[config.mk]
export PLATFORM = sky130hd
export DESIGN_NAME = crt_front
export DESIGN_NICKNAME = d
export VERILOG_FILES = /design/src/sv/crt_pkg.sv /design/src/sv/crt_front.sv
export SDC_FILE = /design/constraint.sdc
export NUM_CORES = 1
export LEC_CHECK = 0
export ABC_CLOCK_PERIOD_IN_PS = 9590
export BUFFER_PORTS_ARGS = -buffer_cell sky130_fd_sc_hd__buf_2
export CORE_MARGIN = 2
export CORE_UTILIZATION = 45
export DETAILED_ROUTE_END_ITERATION = 6
export HOLD_SLACK_MARGIN = 0.05
export PLACE_DENSITY_LB_ADDON = 0.15
export SYNTH_ARGS = -nofsm -noshare
export SYNTH_HDL_FRONTEND = slang
export SYNTH_SLANG_ARGS = --single-unit
[constraint.sdc]
create_clock -name clk -period 9.59 [get_ports clk]
set_clock_uncertainty 0.15 [all_clocks]
set_input_delay 0.959 -clock clk [delete_from_list [all_inputs] [get_ports clk]]
set_output_delay 0.959 -clock clk [all_outputs]
set_load 0.005 [all_outputs]
[src/sv/crt_pkg.sv]
// Shared types and codes of the CRT solver.
// No dependencies.
package crt_pkg;
  localparam int CRT_MAX_CONG = 4;
  localparam int CRT_MOD_BITS = 16;
  localparam int CRT_IDX_W    = $clog2(CRT_MAX_CONG);

  typedef logic [1:0] status_t;
  localparam status_t ST_OK      = 2'd0;
  localparam status_t ST_ZERO    = 2'd1;
  localparam status_t ST_COPRIME = 2'd2;
  localparam status_t ST_MANY    = 2'd3;

  typedef logic [1:0] div_len_t;
  localparam div_len_t DIV_LEN_16 = 2'd0;
  localparam div_len_t DIV_LEN_32 = 2'd1;
  localparam div_len_t DIV_LEN_64 = 2'd2;

  typedef struct packed {
    logic [CRT_MAX_CONG-1:0][15:0] res;
    logic [CRT_MAX_CONG-1:0][15:0] modv;
    logic [2:0]                    cnt;
    status_t                       err;
  } job_t;

  typedef struct packed {
    logic     start;
    div_len_t len;
  } div_ctl_t;
endpackage

[src/sv/crt_front.sv]
// Front end: accepts congruences, stores them and flags errors; pushes a job on last.
// Depends on crt_pkg.
module crt_front #(
  parameter int MAX_CONGRUENCES = crt_pkg::CRT_MAX_CONG,
  parameter int MODULUS_BITS    = crt_pkg::CRT_MOD_BITS
) (
  input  logic          clk,
  input  logic          rst_n,
  input  logic          in_valid,
  output logic          in_ready,
  input  logic [15:0]   in_res,
  input  logic [15:0]   in_mod,
  input  logic          in_last,
  output logic          push,
  output crt_pkg::job_t push_job,
  input  logic          q_full
);
  import crt_pkg::*;

  localparam logic [15:0] MASK = 16'((32'd1 << MODULUS_BITS) - 32'd1);

  job_t        job_r, job_nxt;
  logic [15:0] res_w, mod_w;
  logic        acc_w;

  assign res_w    = in_res & MASK;
  assign mod_w    = in_mod & MASK;
  assign in_ready = !q_full;
  assign acc_w    = in_valid && in_ready;
  assign push     = acc_w && in_last;
  assign push_job = job_nxt;

  always_comb begin
    job_nxt = job_r;
    if (mod_w == 16'd0) begin
      if (job_r.err == ST_OK) job_nxt.err = ST_ZERO;
    end else if (job_r.cnt >= 3'(MAX_CONGRUENCES)) begin
      if (job_r.err == ST_OK) job_nxt.err = ST_MANY;
    end else begin
      job_nxt.res[job_r.cnt[CRT_IDX_W-1:0]]  = res_w;
      job_nxt.modv[job_r.cnt[CRT_IDX_W-1:0]] = mod_w;
      job_nxt.cnt = job_r.cnt + 3'd1;
    end
  end

  always_ff @(posedge clk) begin
    if (!rst_n) begin
      job_r.cnt <= 3'd0;
      job_r.err <= ST_OK;
    end else if (acc_w) begin
      job_r.res  <= job_nxt.res;
      job_r.modv <= job_nxt.modv;
      if (in_last) begin
        job_r.cnt <= 3'd0;
        job_r.err <= ST_OK;
      end else begin
        job_r.cnt <= job_nxt.cnt;
        job_r.err <= job_nxt.err;
      end
    end
  end
endmodule

==> results of run 1 <==
==> critical path: stages <==
cell     delay, ns
buf_2         0.13
nor4_1        0.64
a41oi_2       0.42
nand2_1       0.56
buf_4         0.41
mux2_2        0.40
buf_2         0.13
==> Yosys cell counts (all sizes together) <==
library cell    n  share of area
a21boi          1         0.0013
a21o            2         0.0026
a21oi           2         0.0017
a31oi           2         0.0021
a41oi           1         0.0028
and2            2         0.0021
clkbuf         12          0.028
dfxtp           5          0.017
edfxtp        128           0.66
ha              4         0.0085
inv             4         0.0026
mux2          128           0.25
mux2i           2         0.0034
nand2           6         0.0038
nand2b          2         0.0021
nand3           1        0.00085
nand3b          1         0.0013
nand4           1         0.0011
nor2            4         0.0026
nor2b           2         0.0021
nor3            1        0.00085
nor4            4         0.0043
nor4b           1         0.0015
o211ai          1         0.0013
o21ai           1        0.00085
or3             1         0.0013
xnor2           1         0.0015
==> cells by family (layout without fill, tap and decap cells) <==
logic type	after synthesis	after routing	synth area share
DFF	133	133	0.673
muxes	130	130	0.249
and+or+nand+nor	26	26	0.0239
buffers and inverters	16	209	0.0308
AOI/OAI and AO/OA	10	10	0.0126
adders and majority gates	4	4	0.00854
xor gates and xnor gates	1	1	0.00150
==> power breakdown <==
| group | switching [W] | leakage, nW | internal [W] |
|---|---|---|---|
| Clock | 0.000240 | 0.290 | 0.000431 |
| Combinational | 0.0000517 | 1.35 | 0.0000460 |
| Sequential | 0.00000337 | 1.22 | 0.000654 |
| Total | 0.000295 | 2.85 | 0.00113 |
==> worst max-delay path by stage <==
stage / to / cells past startpoint
floorplan: job_r[100]$_DFFE_PP_ / 2
global placement: push_job[36] / 7
detailed placement: push_job[21] / 7
CTS: push_job[21] / 7
global route: push_job[21] / 7
finish: push_job[21] / 7
==> layout make-up <==
type / count / area, um^2
clock buffers: 17 / 425
clock inverters: 15 / 186
fillers: 1010 / 5270
inverters: 4 / 15.0
multi-input cells: 171 / 1740
flip-flops and latches: 133 / 3940
well taps: 172 / 215
repair buffers: 173 / 871
==> through the flow <==
stage,cell area (um^2),cells,utilization,hold WS [ns]
floorplan,5860,320,-,0.290
global placement,6790,653,0.536,0.306
detailed placement,6790,653,0.536,0.318
CTS,7400,685,0.584,0.326
global route,7400,685,0.584,0.361
finish,7400,685,0.584,0.322
==> layer usage <==
layer,up-vias,wire length [um],global-route usage
met5,-,0,0
met4,0,245,0.0798
met3,17,633,0.0499
met2,104,5970,0.290
met1,1695,5690,0.246
li1,1627,-,-
==> results by group, run 1 <==
Outcome
  – Status: finished, final reports clean

Placement
  – Dpl hpwl: 8280 um
  – GPL Wtd Cong: about 0.77
  – Worst slack, placed: just under 5 ns
  – Port Buf Inserts: roughly 170

Drt
  – DRT Wirelength: between 10000 and 15000 um
  – Via count: 3443
  – 1st-iter DRT viols: 260
  – DR WL/cell: about 18 um
  – Via density per instance: 5.03
  – Detailed Routing Iterations Pass 1: 6
  – Residual DRC: 0
  – Final antenna-violating net count: 0

Synth
  – Average cell area after synthesis: 18.3 um^2
  – Syn Inst Count: between 300 and 400
  – Post-Syn Area: roughly 0.006 mm^2
  – YS warnings: 0
  – Sequential fraction of the synthesis area: 0.673
  – Synth cell types: 27
  – Syn nets: around 360
  – #FFs+latches synth: 133

Floorplanning
  – Die width: about 120 um
  – I/O pin count: ~170
  – Row count: 41
  – DIE AREA: about 0.014 mm^2
  – Core area: 0.0127 mm^2
  – Chip height: about 120 um
  – Starting Density: 0.462

STA
  – Max-slew violations: 0
  – Final worst-path cycle share: 0.497
  – Worst-margin pin slew: around 1.0 ns
  – Final Setup Violations: 0
  – Final setup margin: approximately 4.8 ns
  – Total Neg Setup Slack: 0 ns
  – RSZ-0062 raised after global routing: false
  – Relative slew slack: 0.322
  – Max frequency: 210 MHz
  – Final Hold Vio Count: 0
  – Min cycle time layout: about 4.8 ns

Cells and area
  – Leading registers by flop count: job_r: 133 flops
  – Layout area overhead: 26.3%
  – N_diodes: 0
  – Max FFs per register: 133
  – Most frequent cells in the layout: buf_2 (171), mux2_2 (128), edfxtp_1 (128)
  – Nets: 541
  – Most flops, register: job_r
  – Commonest non-fill, non-tap cell in the layout: buf_2
  – Ratio of cells with drive above 1 in the final layout: 0.657

Hold path
  – Hold path startpoint: job_r[0]$_SDFFE_PN0N_
  – Worst Hold Endpoint: job_r[0]$_SDFFE_PN0N_
  – Hold Crit Depth: 2
  – HP Class: reg2reg

Setup path
  – Crit path launch: in_mod[13]
  – CP Max Fanout: 20
  – CP startpoint kind: primary input
  – Worst setup EP type: output pin
  – R2R cell count: 3
  – Critical Path RT: between 8 and 9 ns
  – R2R Path Start: job_r[4]$_SDFFE_PN0N_
  – Crit path kind: in2out
  – CP arrival: roughly 3.7 ns
  – RR Endpoint: job_r[77]$_DFFE_PP_
  – R2r setup slk: 7.18 ns

Clocking
  – CTS tree: built
  – CTS resizes: 0
  – H-tree depth: 4
  – CTS buffer count: 17
  – Clk sinks: roughly 130
  – Root buffer cell: clkbuf_16
  – Clk_lat worst skew: about 0.41 ns
  – CTS Buffer Depth: 2
  – Number of setup buffers added after CTS: 0
  – Hold buffers post-CTS: 0
  – Reg clk slew, reported paths: roughly 0.06 ns

GRT
  – Global route overflow: 0
  – Vias in the first global route: between 3000 and 4000
  – Largest net degree at the start of global routing: 81
  – First-pass GRT wire length: about 20000 um
  – Overall routing resource usage: 0.186
  – Initial antenna violation count: 0

Power and ir drop
  – Tot Pwr: 0.00143 W
  – PwrDens: 193 mW/mm^2
  – Worst VDD drop: a little under 0.1 mV
  – Leak: ~2.9 nW

Flow run
  – Maxcap violations: 0
Power figures use the tool's default switching activity.
==> run 2: changes to the inputs <==
Settings changed: ABC_CLOCK_PERIOD_IN_PS 9590 to 4100.
Clock period 9.59 ns to 4.1 ns, I/O delays scaled along.
==> run 2 against run 1 <==
Net effect: cell count is 1.0% higher; core utilization is essentially flat; cell area hardly changed; via count increased by 1.9%; critical path depth is the same; clock-buffer cell count rose by 2; routed wire length is 1.3% lower; total power increased by 120%; critical path type unchanged; sequential share of layout area about the same; critical endpoint is now push_job[9]; non-clock buffer count is 8 higher; first-iteration DRC count shrank 35%.
==> results by group, run 2 (same netlist as run 1, synthesis figures left out) <==
Clocking
  – Hold buffers post-CTS: 0
  – Number of setup buffers added after CTS: 0
  – Root buffer cell: clkbuf_16
  – Clk_lat worst skew: 0.40 ns
  – CTS tree: built
  – CTS Buffer Depth: 2
  – Reg clk slew, reported paths: approximately 0.050 ns
  – Clk sinks: approximately 130
  – H-tree depth: 4
  – CTS resizes: 0
  – CTS buffer count: 17

Power and ir drop
  – Sw Ratio: 0.205
  – Int Power: between 0.002 and 0.003 W
  – Sequential share of power: 0.486
  – Switching pwr: roughly 0.00065 W
  – Clock power frac: 0.441
  – Tot Pwr: 0.00317 W
  – PwrDens: ~430 mW/mm^2
  – Leak: ~2.9 nW
  – Worst VDD drop: around 0.31 mV
  – Comb power frac: 0.073

GRT
  – Largest net degree at the start of global routing: 60
  – Global route overflow: 0
  – First-pass GRT wire length: 19500 um
  – Overall routing resource usage: 0.182
  – Vias in the first global route: around 3600
  – Initial antenna violation count: 0

Floorplanning
  – Row count: between 40 and 50
  – DIE AREA: approximately 0.014 mm^2
  – Starting Density: 0.462
  – Core area: between 0.01 and 0.015 mm^2
  – Chip height: about 120 um
  – Die width: 118 um
  – I/O pin count: approximately 170

Cells and area
  – Area of the multi-input gates: approximately 0.0017 mm^2
  – FF/Latch Area: 0.00394 mm^2
  – Commonest non-fill, non-tap cell in the layout: buf_2
  – Layout area overhead: 26.4%
  – Ratio of cells with drive above 1 in the final layout: 0.652
  – Max FFs per register: around 130
  – N_diodes: 0
  – Number of fill cells in the layout: 1056
  – Nets: around 550
  – Leading registers by flop count: job_r: 133 flops
  – Most flops, register: job_r
  – Most frequent cells in the layout: buf_2 (171), mux2_2 (128), edfxtp_1 (128)

Drt
  – DRT Wirelength: about 12000 um
  – DR WL/cell: 17.9 um
  – Residual DRC: 0
  – 1st-iter DRT viols: 170
  – Via count: approximately 3500
  – Final antenna-violating net count: 0
  – Via density per instance: 5.07
  – Detailed Routing Iterations Pass 1: 4

Setup path
  – CP arrival: 2.88 ns
  – Crit path kind: in2out
  – CP startpoint kind: primary input
  – Critical Path RT: approximately 3.5 ns
  – CP Max Fanout: 19
  – Worst setup EP type: output pin

STA
  – WHS: about 0.16 ns
  – Relative slew slack: 0.542
  – Max frequency: 290 MHz
  – Min cycle time layout: between 3 and 4 ns
  – Final Setup Violations: 0
  – Final setup margin: about 0.66 ns
  – RSZ-0062 raised after global routing: false
  – Worst-margin pin slew: between 0.6 and 0.7 ns
  – Final Hold Vio Count: 0
  – Total Neg Setup Slack: 0 ns
  – Max-slew violations: 0
  – Final worst-path cycle share: 0.840

Placement
  – GPL Wtd Cong: between 0.8 and 0.9
  – Port Buf Inserts: 171
  – Worst slack, placed: about 0.57 ns
  – Dpl hpwl: ~8700 um

Flow run
  – Maxcap violations: 0

Hold path
  – HP Class: in2reg

Outcome
  – Status: finished, final reports clean
-- run 2: cell count changes in the layout (fill, tap and decap cells not counted), sizes merged --
cell / before / now
clkinv: 6 / 7
clkbuf: 17 / 19
buf: 173 / 181
inv: 5 / 4
bufinv: 4 / 2
clkinvlp: 4 / 3
-- run 2: stage by stage --
stage	cell area, um^2	std cells	utilization
finish	7400	692	0.584
CTS	7400	692	0.584
global placement	6860	661	0.541
detailed placement	6860	661	0.541
floorplan	5860	320	-
global route	7400	692	0.584
-- run 2: area by class of cell --
type	instances	area share
repair buffers	181	0.127
flip-flops and latches	133	0.533
multi-input cells	171	0.235
well taps	172	0.0291
inverters	4	0.00203
clock inverters	12	0.0154
clock buffers	19	0.0585
-- run 2: final timing paths --
| check | from | end | slack, ns | cells after the start |
|---|---|---|---|---|
| worst min register to register | job_r[0]$_SDFFE_PN0N_ | job_r[0]$_SDFFE_PN0N_ | 0.33 | 2 |
| worst min-delay path | rst_n | job_r[2]$_SDFFE_PN0N_ | 0.16 | 2 |
| worst max register to register | job_r[4]$_SDFFE_PN0N_ | job_r[9]$_DFFE_PP_ | 1.84 | 4 |
| worst max-delay path | in_mod[5] | push_job[9] | 0.66 | 7 |
-- run 2: worst max-delay path, cell delays in order --
cell	delay [ns]
buf_2	0.13
nor4_1	0.62
a41oi_2	0.37
nand2_2	0.54
buf_4	0.30
mux2_2	0.37
buf_2	0.13
-- run 2: power groups by stage --
stage / logic [W] / registers, W / clock network (W)
CTS: 0.000237 / 0.00154 / 0.00143
global route: 0.000255 / 0.00154 / 0.00149
floorplan: 0.000121 / 0.00157 / 0
finish: 0.000232 / 0.00154 / 0.00140
global placement: 0.000232 / 0.00157 / 0
detailed placement: 0.000236 / 0.00157 / 0
-- run 2: per-layer routing --
metal,GRT usage,up-vias,part of all wire
li1,-,1639,-
met1,0.234,1743,0.44
met2,0.283,110,0.48
met3,0.0654,18,0.060
met4,0.0708,0,0.021
met5,0,-,0
