$ cat src/sv/crt_pkg.sv
// Shared types and codes of the CRT solver.
// No dependencies.
package crt_pkg;
  localparam int CRT_MAX_CONG = 4;
  localparam int CRT_MOD_BITS = 16;
  localparam int CRT_IDX_W    = $clog2(CRT_MAX_CONG);

  typedef logic [1:0] status_t;
  localparam status_t ST_OK      = 2'd0;
  localparam status_t ST_ZERO    = 2'd1;
  localparam status_t ST_COPRIME = 2'd2;
  localparam status_t ST_MANY    = 2'd3;

  typedef logic [1:0] div_len_t;
  localparam div_len_t DIV_LEN_16 = 2'd0;
  localparam div_len_t DIV_LEN_32 = 2'd1;
  localparam div_len_t DIV_LEN_64 = 2'd2;

  typedef struct packed {
    logic [CRT_MAX_CONG-1:0][15:0] res;
    logic [CRT_MAX_CONG-1:0][15:0] modv;
    logic [2:0]                    cnt;
    status_t                       err;
  } job_t;

  typedef struct packed {
    logic     start;
    div_len_t len;
  } div_ctl_t;
endpackage

$ cat src/sv/crt_jobq.sv
// Two-entry job queue between front and back.
// Depends on crt_pkg.
module crt_jobq (
  input  logic          clk,
  input  logic          rst_n,
  input  logic          push,
  input  crt_pkg::job_t push_job,
  output logic          full,
  input  logic          pop,
  output logic          empty,
  output crt_pkg::job_t pop_job
);
  import crt_pkg::*;

  job_t       mem_r [2];
  logic       wp_r, rp_r;
  logic [1:0] cnt_r;

  assign full    = cnt_r == 2'd2;
  assign empty   = cnt_r == 2'd0;
  assign pop_job = mem_r[rp_r];

  always_ff @(posedge clk) begin
    if (push) mem_r[wp_r] <= push_job;
  end

  always_ff @(posedge clk) begin
    if (!rst_n) begin
      wp_r  <= 1'b0;
      rp_r  <= 1'b0;
      cnt_r <= 2'd0;
    end else begin
      if (push) wp_r <= !wp_r;
      if (pop) rp_r <= !rp_r;
      cnt_r <= cnt_r + 2'(push) - 2'(pop);
    end
  end
endmodule

$ cat config.mk
export PLATFORM = sky130hd
export DESIGN_NAME = crt_jobq
export DESIGN_NICKNAME = d
export VERILOG_FILES = /design/src/sv/crt_pkg.sv /design/src/sv/crt_jobq.sv
export SDC_FILE = /design/constraint.sdc
export NUM_CORES = 1
export LEC_CHECK = 0
export BUFFER_PORTS_ARGS = -buffer_cell sky130_fd_sc_hd__buf_4
export CORE_MARGIN = 4
export CORE_UTILIZATION = 52
export CTS_CLUSTER_SIZE = 40
export DETAILED_ROUTE_END_ITERATION = 16
export PLACE_DENSITY = 0.81
export SYNTH_ARGS = -nofsm -noshare
export SYNTH_HDL_FRONTEND = slang
export SYNTH_SLANG_ARGS = --single-unit
$ cat constraint.sdc
create_clock -name clk -period 9.1 [get_ports clk]
set_clock_uncertainty 0.05 [all_clocks]
set_input_delay 0.455 -clock clk [delete_from_list [all_inputs] [get_ports clk]]
set_output_delay 0.455 -clock clk [all_outputs]
set_load 0.005 [all_outputs]
==> metrics.md, run 1 <==
| Metric | Value |
|---|---|
| Post-Syn Area | 10100 sq um |
| Row Count | 50 |
| Average size of a mapped cell | about 23 sq um |
| Final setup fails | 0 |
| Seq/Total Area, Yosys | 80.0% |
| Avg WL per Cell | 20.0 um |
| Clock Tree Root | clkbuf_16 |
| Worst-margin pin slew | ~1.2 ns |
| DRT iter0 DRCs | 260 |
| Synth-to-layout area growth | 32.5% |
| Layout cells sized above 1 | between 60 and 70% |
| Final Cycle Share | between 40% and 50% |
| Residual DRC count | 0 |
| Core Region | 18900 sq um |
| Vias | 5126 |
| Pre-CTS WS | 5.91 ns |
| CTS Buffer Depth | 3 |
| Post-synth top cells | edfxtp_1 (266), mux2_4 (70), mux2_2 (63) |
| ANT cells | 0 |
| CP Launch Type | register |
| Pleak | between 5 and 6 nW |
| Clock transition at the registers of the reported paths | 0.06 ns |
| Post-Synth Adder-Cell Area | 0.248% |
| Port buffer count | 271 |
| RSZ-0062 raised after global routing | false |
| Sink Count | ~270 |
| CP dominant cell by count | buf_4 |
| Worst EP arrival | 3.21 ns |
| Final hold violations | 0 |
| Status | finished clean |
| Max-slew violations | 0 |
| Drt pass-1 iters | 6 |
| Synth Area in Compound Gates | 0.0743% |
| Critical path cell sequence | buf_4 > mux2_2 > buf_4 |
| Post-CTS Hold Buffers | 0 |
| Post-synth EDFFs | around 270 |
| Ys flop type | edfxtp_1 |
| Nets@finish | 864 |
| Synth Area in Simple Gates | less than 1% |
| Max-cap violations | 0 |
| Period minus WS final | 3.72 ns |
| Final WS setup | 5.38 ns |
| Slew margin rel. | 19.3% |
| Setup tns final | 0 ns |
| Crit end category | output port |
| Clk_lat worst skew | approximately 0.52 ns |
| Synth cell types | 14 |
| Overall die width | 147 um |
| XOR/XNOR Fraction of Synth Area | 0.310% |
| Most common cell in the synthesized netlist | edfxtp_1 |
| Fmax | around 270 MHz |
| FILL cells | 1169 |
| Top Ports | 272 |
| RePlAce Congestion | 0.749 |
| Post-synthesis mux area share | 17.4% |
| CTS tree | built |
| Main combinational cell family by area after synthesis | multiplexers |
| Detail Route Antenna Nets | 0 |
| Vias in the first global route | 5542 |
| Worst endpoint required time | 8.60 ns |
| Maximum VDD drop | 0.000161 V |
| Largest cells by area after synthesis | edfxtp_1 (79%), mux2_4 (10%), mux2_2 (7.0%) |
| Syn_nets | 574 |
| Crit path kind | reg -> out |
| Die area | ~22000 sq um |
| Initial Util | 53.5% |
| Leading area contributor after synthesis | edfxtp_1 |
| Initial antenna violation count | 2 |
| Area post-placement | 12400 sq um |
| Overflow after GRT | 0 |
| Worst hold path type | in -> reg |
| Async S/R FF share, synth | 0% |
| Die height | 147 um |
| DP HPWL | 13300 um |
| Largest net degree at the start of global routing | 75 |
| DR vias/cell | 5.09 |
| CTS buffer count | 28 |
| Power Dens Cells | 226 nW/um^2 |
| Design Area, Final | 13400 sq um |
| Syn Inst Count | 435 |
| Share of the synthesized area in the top cell type | 79.0% |
| Global-route wire length before repair | 30500 um |
| Post-CTS Setup Bufs | 0 |
| #FFs+latches synth | 271 |
| Routed Wire Length | 20200 um |
| GRT Total Usage | 17.9% |
| Slowest CP cell | buf_4 |
| Ys Warns | 0 |
| Cts repair resizes | 0 |
| Peak fanout along the critical path | 72 |
| Slowest cell delay on critical path | 1.03 ns |
| H-Tree Level Count | 1 |
[flip-flops by register name, summed over array words and instances (netlist names), named ones only]
signal  cells
wp_r        1
cnt_r       2
mem_r     266
rp_r        1
[cells by family (layout without fill, tap and decap cells)]
kind of cell | after synthesis | after routing
adder cells (fa/ha/maj) | 2 | 2
AND/OR/NAND/NOR | 9 | 9
XOR/XNOR | 2 | 2
buffers and inverters | 17 | 329
multiplexers | 133 | 133
AO/OA/AOI/OAI | 1 | 1
flip-flops | 271 | 271
[final cells by class]
type / count / area (sq um) / area share, %
Clock buffer: 34 / 744 / 5.56
Multi-Input combinational cell: 147 / 1890 / 14.1
Inverter: 2 / 7.51 / 0.0561
Clock inverter: 18 / 265 / 1.98
Sequential cell: 271 / 8090 / 60.4
Timing Repair Buffer: 275 / 2060 / 15.4
Tap cell: 260 / 325 / 2.43
[critical path, delay by kind of cell (launching register included)]
kind     cells  cell delay [ns]
buf+inv      2             1.17
flops        1             0.94
mux          1             0.45
[worst paths after layout]
check                     from      endpoint  slack (ns)  depth (start not counted)
setup / recovery      register   pop_job[23]        5.38                          3
hold / removal    push_job[18]  mem_r[0][18]        0.07                          1
setup reg to reg          wp_r  mem_r[1][89]        6.59                          2
hold reg to reg           rp_r      register        0.53                          2
[power breakdown]
group | switching (mW) | total, mW | internal [mW]
clock network | 0.446 | 1.22 | 0.779
logic | 0.123 | 0.323 | 0.200
registers | 0.0286 | 1.47 | 1.45
[metrics by stage]
stage               total power, mW  util [%]  std cells  hold slack (ns)
floorplan                      1.66         -        435            0.504
global placement               1.81      65.5        955            0.510
detailed placement             1.83      65.5        955            0.526
CTS                            3.06      70.9       1007           0.0393
global route                   3.13      70.9       1007           0.0387
finish                         3.02      70.9       1007           0.0671
[routing by layer]
layer	vias up	track usage, %	wire length [um]
li1	2310	-	-
met1	2520	22.1	7710
met2	242	30.5	10100
met3	50	5.61	1660
met4	4	5.68	638
met5	-	0	33
[cells in the final DEF, fill, tap and decap left out, types with 2 or more instances in the layout]
cell type,synthesis,routed
clkbuf_16,0,29
buf_4,0,275
clkinv_1,0,5
clkbuf_1,0,5
mux2_4,70,70
bufinv_16,0,7
dfxtp_1,5,4
nor2b_1,4,3
inv_1,2,2
and2_1,4,3
mux2_2,63,63
ha_1,2,2
edfxtp_1,266,266
clkinv_2,0,4
Power figures use the tool's default switching activity.
==> run 2, diff against run 1 <==
- ABC_AREA: not set -> 1
- CORE_UTILIZATION: 52 -> 47
- PLACE_DENSITY: 0.81 -> 0.77
- clock period: 9.1 -> 3.35 ns (I/O delays scaled with it)
==> run 2 against run 1 <==
Sequential power rose to 2.7 times the previous value. Critical path depth did not move. Hold slack improved by 0.26 ns. Core utilization fell by 1.3 points. Die area rose by 10%. Synthesized cell count rose by 2.8%. Sequential cell count did not move. Register-to-register slack got worse by 5.2 ns. Routed wire length rose by 11%. Design area rose by 9.6%. Clock power rose by 130%. Via count rose by 11%. Critical path type unchanged. Critical endpoint is now pop_job[54]. Largest cell class unchanged. Largest power group unchanged.
==> metrics.md, run 2 <==
| Metric | Value |
|---|---|
| Status | finished clean |
| Synth cell types | 12 (-2) |
| Synth Area in Simple Gates | 0.681% (+0.15 points) |
| RePlAce Congestion | 0.747 (-0.29%) |
| Maximum VDD drop | 0.000411 V (+160%) |
| Period minus WS final | around 2.6 ns |
| GRT Total Usage | 18.0% (+0.12 points) |
| Non-Filler Instances | 1172 (+16%) |
| Worst endpoint required time | 3.13 ns (-5.47 ns) |
| Detail Route Antenna Nets | 0 (unchanged) |
| Overall die width | 155 um (+4.9%) |
| Synth Area in Compound Gates | 0.0495% (-0.025 points) |
| XOR/XNOR Fraction of Synth Area | 0% (-0.31 points) |
| Largest net degree at the start of global routing | 80 (+6.7%) |
| Leading area contributor after synthesis | edfxtp_1 |
| Initial antenna violation count | 0 (-2) |
| Post-synth EDFFs | 266 (unchanged) |
| Pleak | 5.72 nW (+10%) |
| CTS Buffer Depth | 3 (unchanged) |
| Vias in the first global route | 6367 (+15%) |
| Post-Syn Area | 10100 sq um (unchanged) |
| FILL cells | 1323 (+13%) |
| Final setup fails | 0 (unchanged) |
| #FFs+latches synth | 271 (unchanged) |
| Die height | 155 um (+4.9%) |
| Average size of a mapped cell | 22.6 sq um (-2.7%) |
| Power Dens Cells | 526 nW/um^2 (+130%) |
| Drt pass-1 iters | 4 (-2) |
| Slew margin rel. | 27.0% (+7.7 points) |
| Initial Util | 47.9% (-5.6 points) |
| Vias | 5711 (+11%) |
| Ys Warns | 0 (unchanged) |
| Final Cycle Share | 76.8% |
| CTS buffer count | 27 (-3.6%) |
| Worst hold path type | in -> reg |
| Syn_nets | 586 (+2.1%) |
| Synth-to-layout area growth | 45.2% |
| Largest register by flop count | mem_r |
| Max-slew violations | 0 (unchanged) |
| DP HPWL | 13400 um (+0.36%) |
| Core Region | 21100 sq um (+12%) |
| Async S/R FF share, synth | 0% (unchanged) |
| Nets@finish | 1017 (+18%) |
| Max FFs per register | 266 (unchanged) |
| Peak fanout along the critical path | 58 (-19%) |
| Crit end category | output port |
| DR vias/cell | 4.87 (-4.3%) |
| Setup tns final | 0 ns (unchanged) |
| Worst EP arrival | 2.35 ns (-0.86 ns) |
| Max-cap violations | 0 (unchanged) |
| Fmax | around 390 MHz |
| Global-route wire length before repair | 34100 um (+12%) |
| Crit path kind | reg -> out |
| Share of the synthesized area in the top cell type | 79.0% (unchanged) |
| Syn Inst Count | 447 (+2.8%) |
| Post-CTS Setup Bufs | 0 (unchanged) |
| Port buffer count | 271 (unchanged) |
| Top Ports | 272 (unchanged) |
| Delay-heaviest family, CP | flip-flops |
| Post-synth top cells | edfxtp_1 (266), mux2_4 (70), mux2_2 (63) |
| Row Count | 53 (+6.0%) |
| Sink Count | 271 (unchanged) |
| Leading cell type in the layout, fill and taps excluded | buf_4 |
| Seq/Total Area, Yosys | 80.0% (unchanged) |
| Die area | 23900 sq um (+10%) |
| ANT cells | 0 (unchanged) |
| Buffers & Inverters on Critical Path | 2 (unchanged) |
| Critical path cell sequence | buf_4 > mux2_2 > buf_4 |
| Post-Synth Adder-Cell Area | 0.248% (unchanged) |
| Residual DRC count | 0 (unchanged) |
| Clock transition at the registers of the reported paths | 0.06 ns (about the same) |
| Met2 Use GR | 32.9% (+2.4 points) |
| Post-synthesis mux area share | 17.4% (unchanged) |
| DRT iter0 DRCs | 242 (-6.9%) |
| # placed instances | 987 (+3.4%) |
| GR Layer Usage met1 | 21.3% (-0.78 points) |
| Overflow after GRT | 0 (unchanged) |
| Worst-margin pin slew | 1.10 ns (-0.115 ns) |
| Slowest cell delay on critical path | 0.92 ns (-0.11 ns) |
| H-Tree Level Count | 1 (unchanged) |
| Most frequent cells in the layout | buf_4 (276), edfxtp_1 (266), dlygate4sd3_1 (137) |
| Slowest CP cell | dfxtp_4 |
| CTS tree | built |
| Final hold violations | 0 (unchanged) |
| RSZ-0062 raised after global routing | false |
| GR peak layer | met2 |
| Routed Wire Length | 22400 um (+11%) |
| Clock Tree Root | clkbuf_16 |
| Most common cell in the synthesized netlist | edfxtp_1 |
| Main combinational cell family by area after synthesis | multiplexers |
| Clk_lat worst skew | 0.52 ns (about the same) |
| Met3 GRT Util | 4.59% (-1.0 points) |
| Avg WL per Cell | 19.1 um (-4.6%) |
| Largest registers | mem_r: 266 flops, cnt_r: 2 flops |
| CP dominant cell by count | buf_4 |
| Largest cells by area after synthesis | edfxtp_1 (79%), mux2_4 (10%), mux2_2 (7.0%) |
| Layout cells sized above 1 | 50.3% (-10 points) |
| CP Launch Type | register |
| Ys flop type | edfxtp_1 |
-- run 2: changes by cell type after synthesis, sizes merged, moves of 4 or more --
cell   previous run  this run
nor2              1         9
nand2             0         8
inv               2         7
nor2b             4         0
and2              4         0
-- run 2: worst paths after layout --
path	startpoint	end	slack, ns	cells after the start
worst max-delay path	register	pop_job[54]	0.78	3
worst min-delay path	push_job[78]	mem_r[1][78]	0.32	2
worst max register to register	wp_r	mem_r[1][94]	1.42	3
worst min register to register	rp_r	rp_r	0.45	2
-- run 2: power by group --
part	leakage, nW	total, mW	internal (mW)	switching (mW)
sequential	2.54	4.00	3.93	0.0677
combinational	2.79	0.950	0.588	0.362
clock	0.398	2.77	1.59	1.18
-- run 2: routing by layer --
metal  share of wire, %  vias up  wire (um)
met5                  0        -          0
met4                2.2        0        492
met3                7.2       42       1620
met2                 52      218      11700
met1                 38     2832       8530
li1                   -     2619          -
-- run 2: worst reg2reg max path, cell delays in order, from the launching register on --
cell and delay [ns]:
dfxtp_1 0.34, nand2_1 0.13, clkinvlp_4 0.56, buf_12 0.48
-- run 2: cell type report --
class / count / area (sq um) / area share [%]
Sequential cell: 271 / 8090 / 55.2
Timing Repair Buffer: 417 / 3520 / 24.0
Multi-Input combinational cell: 154 / 1870 / 12.7
Clock buffer: 41 / 778 / 5.30
Tap cell: 275 / 344 / 2.35
Clock inverter: 7 / 37.5 / 0.256
Inverter: 7 / 30.0 / 0.205
-- run 2: repair_timing --
action | 4_1_cts | 5_1_grt
hold endpoints to repair | 271 | 0
gates resized for setup | 0 | 0
hold buffers | 137 | 0
-- run 2: kinds of logic (layout without fill, tap and decap cells) --
family / count (synthesis) / in the layout
AOI/OAI and AO/OA: 1 / 1
adders and majority gates: 2 / 2
DFF: 271 / 271
muxes: 133 / 133
buffers and inverters: 22 / 472
and+or+nand+nor: 18 / 18
-- run 2: metrics by stage --
stage | power, mW | util (%) | instance area (sq um) | hold slack [ns] | worst slack, ns
6_report | 7.72 | 69.6 | 14700 | 0.324 | 0.778
5_1_grt | 8.02 | 69.6 | 14700 | 0.301 | 0.666
4_1_cts | 7.77 | 69.6 | 14700 | 0.297 | 0.738
3_5_place_dp | 4.88 | 59.2 | 12500 | 0.305 | 1.29
3_3_place_gp | 4.84 | 59.2 | 12500 | 0.302 | 1.36
2_1_floorplan | 4.42 | - | 10100 | 0.211 | 0.501
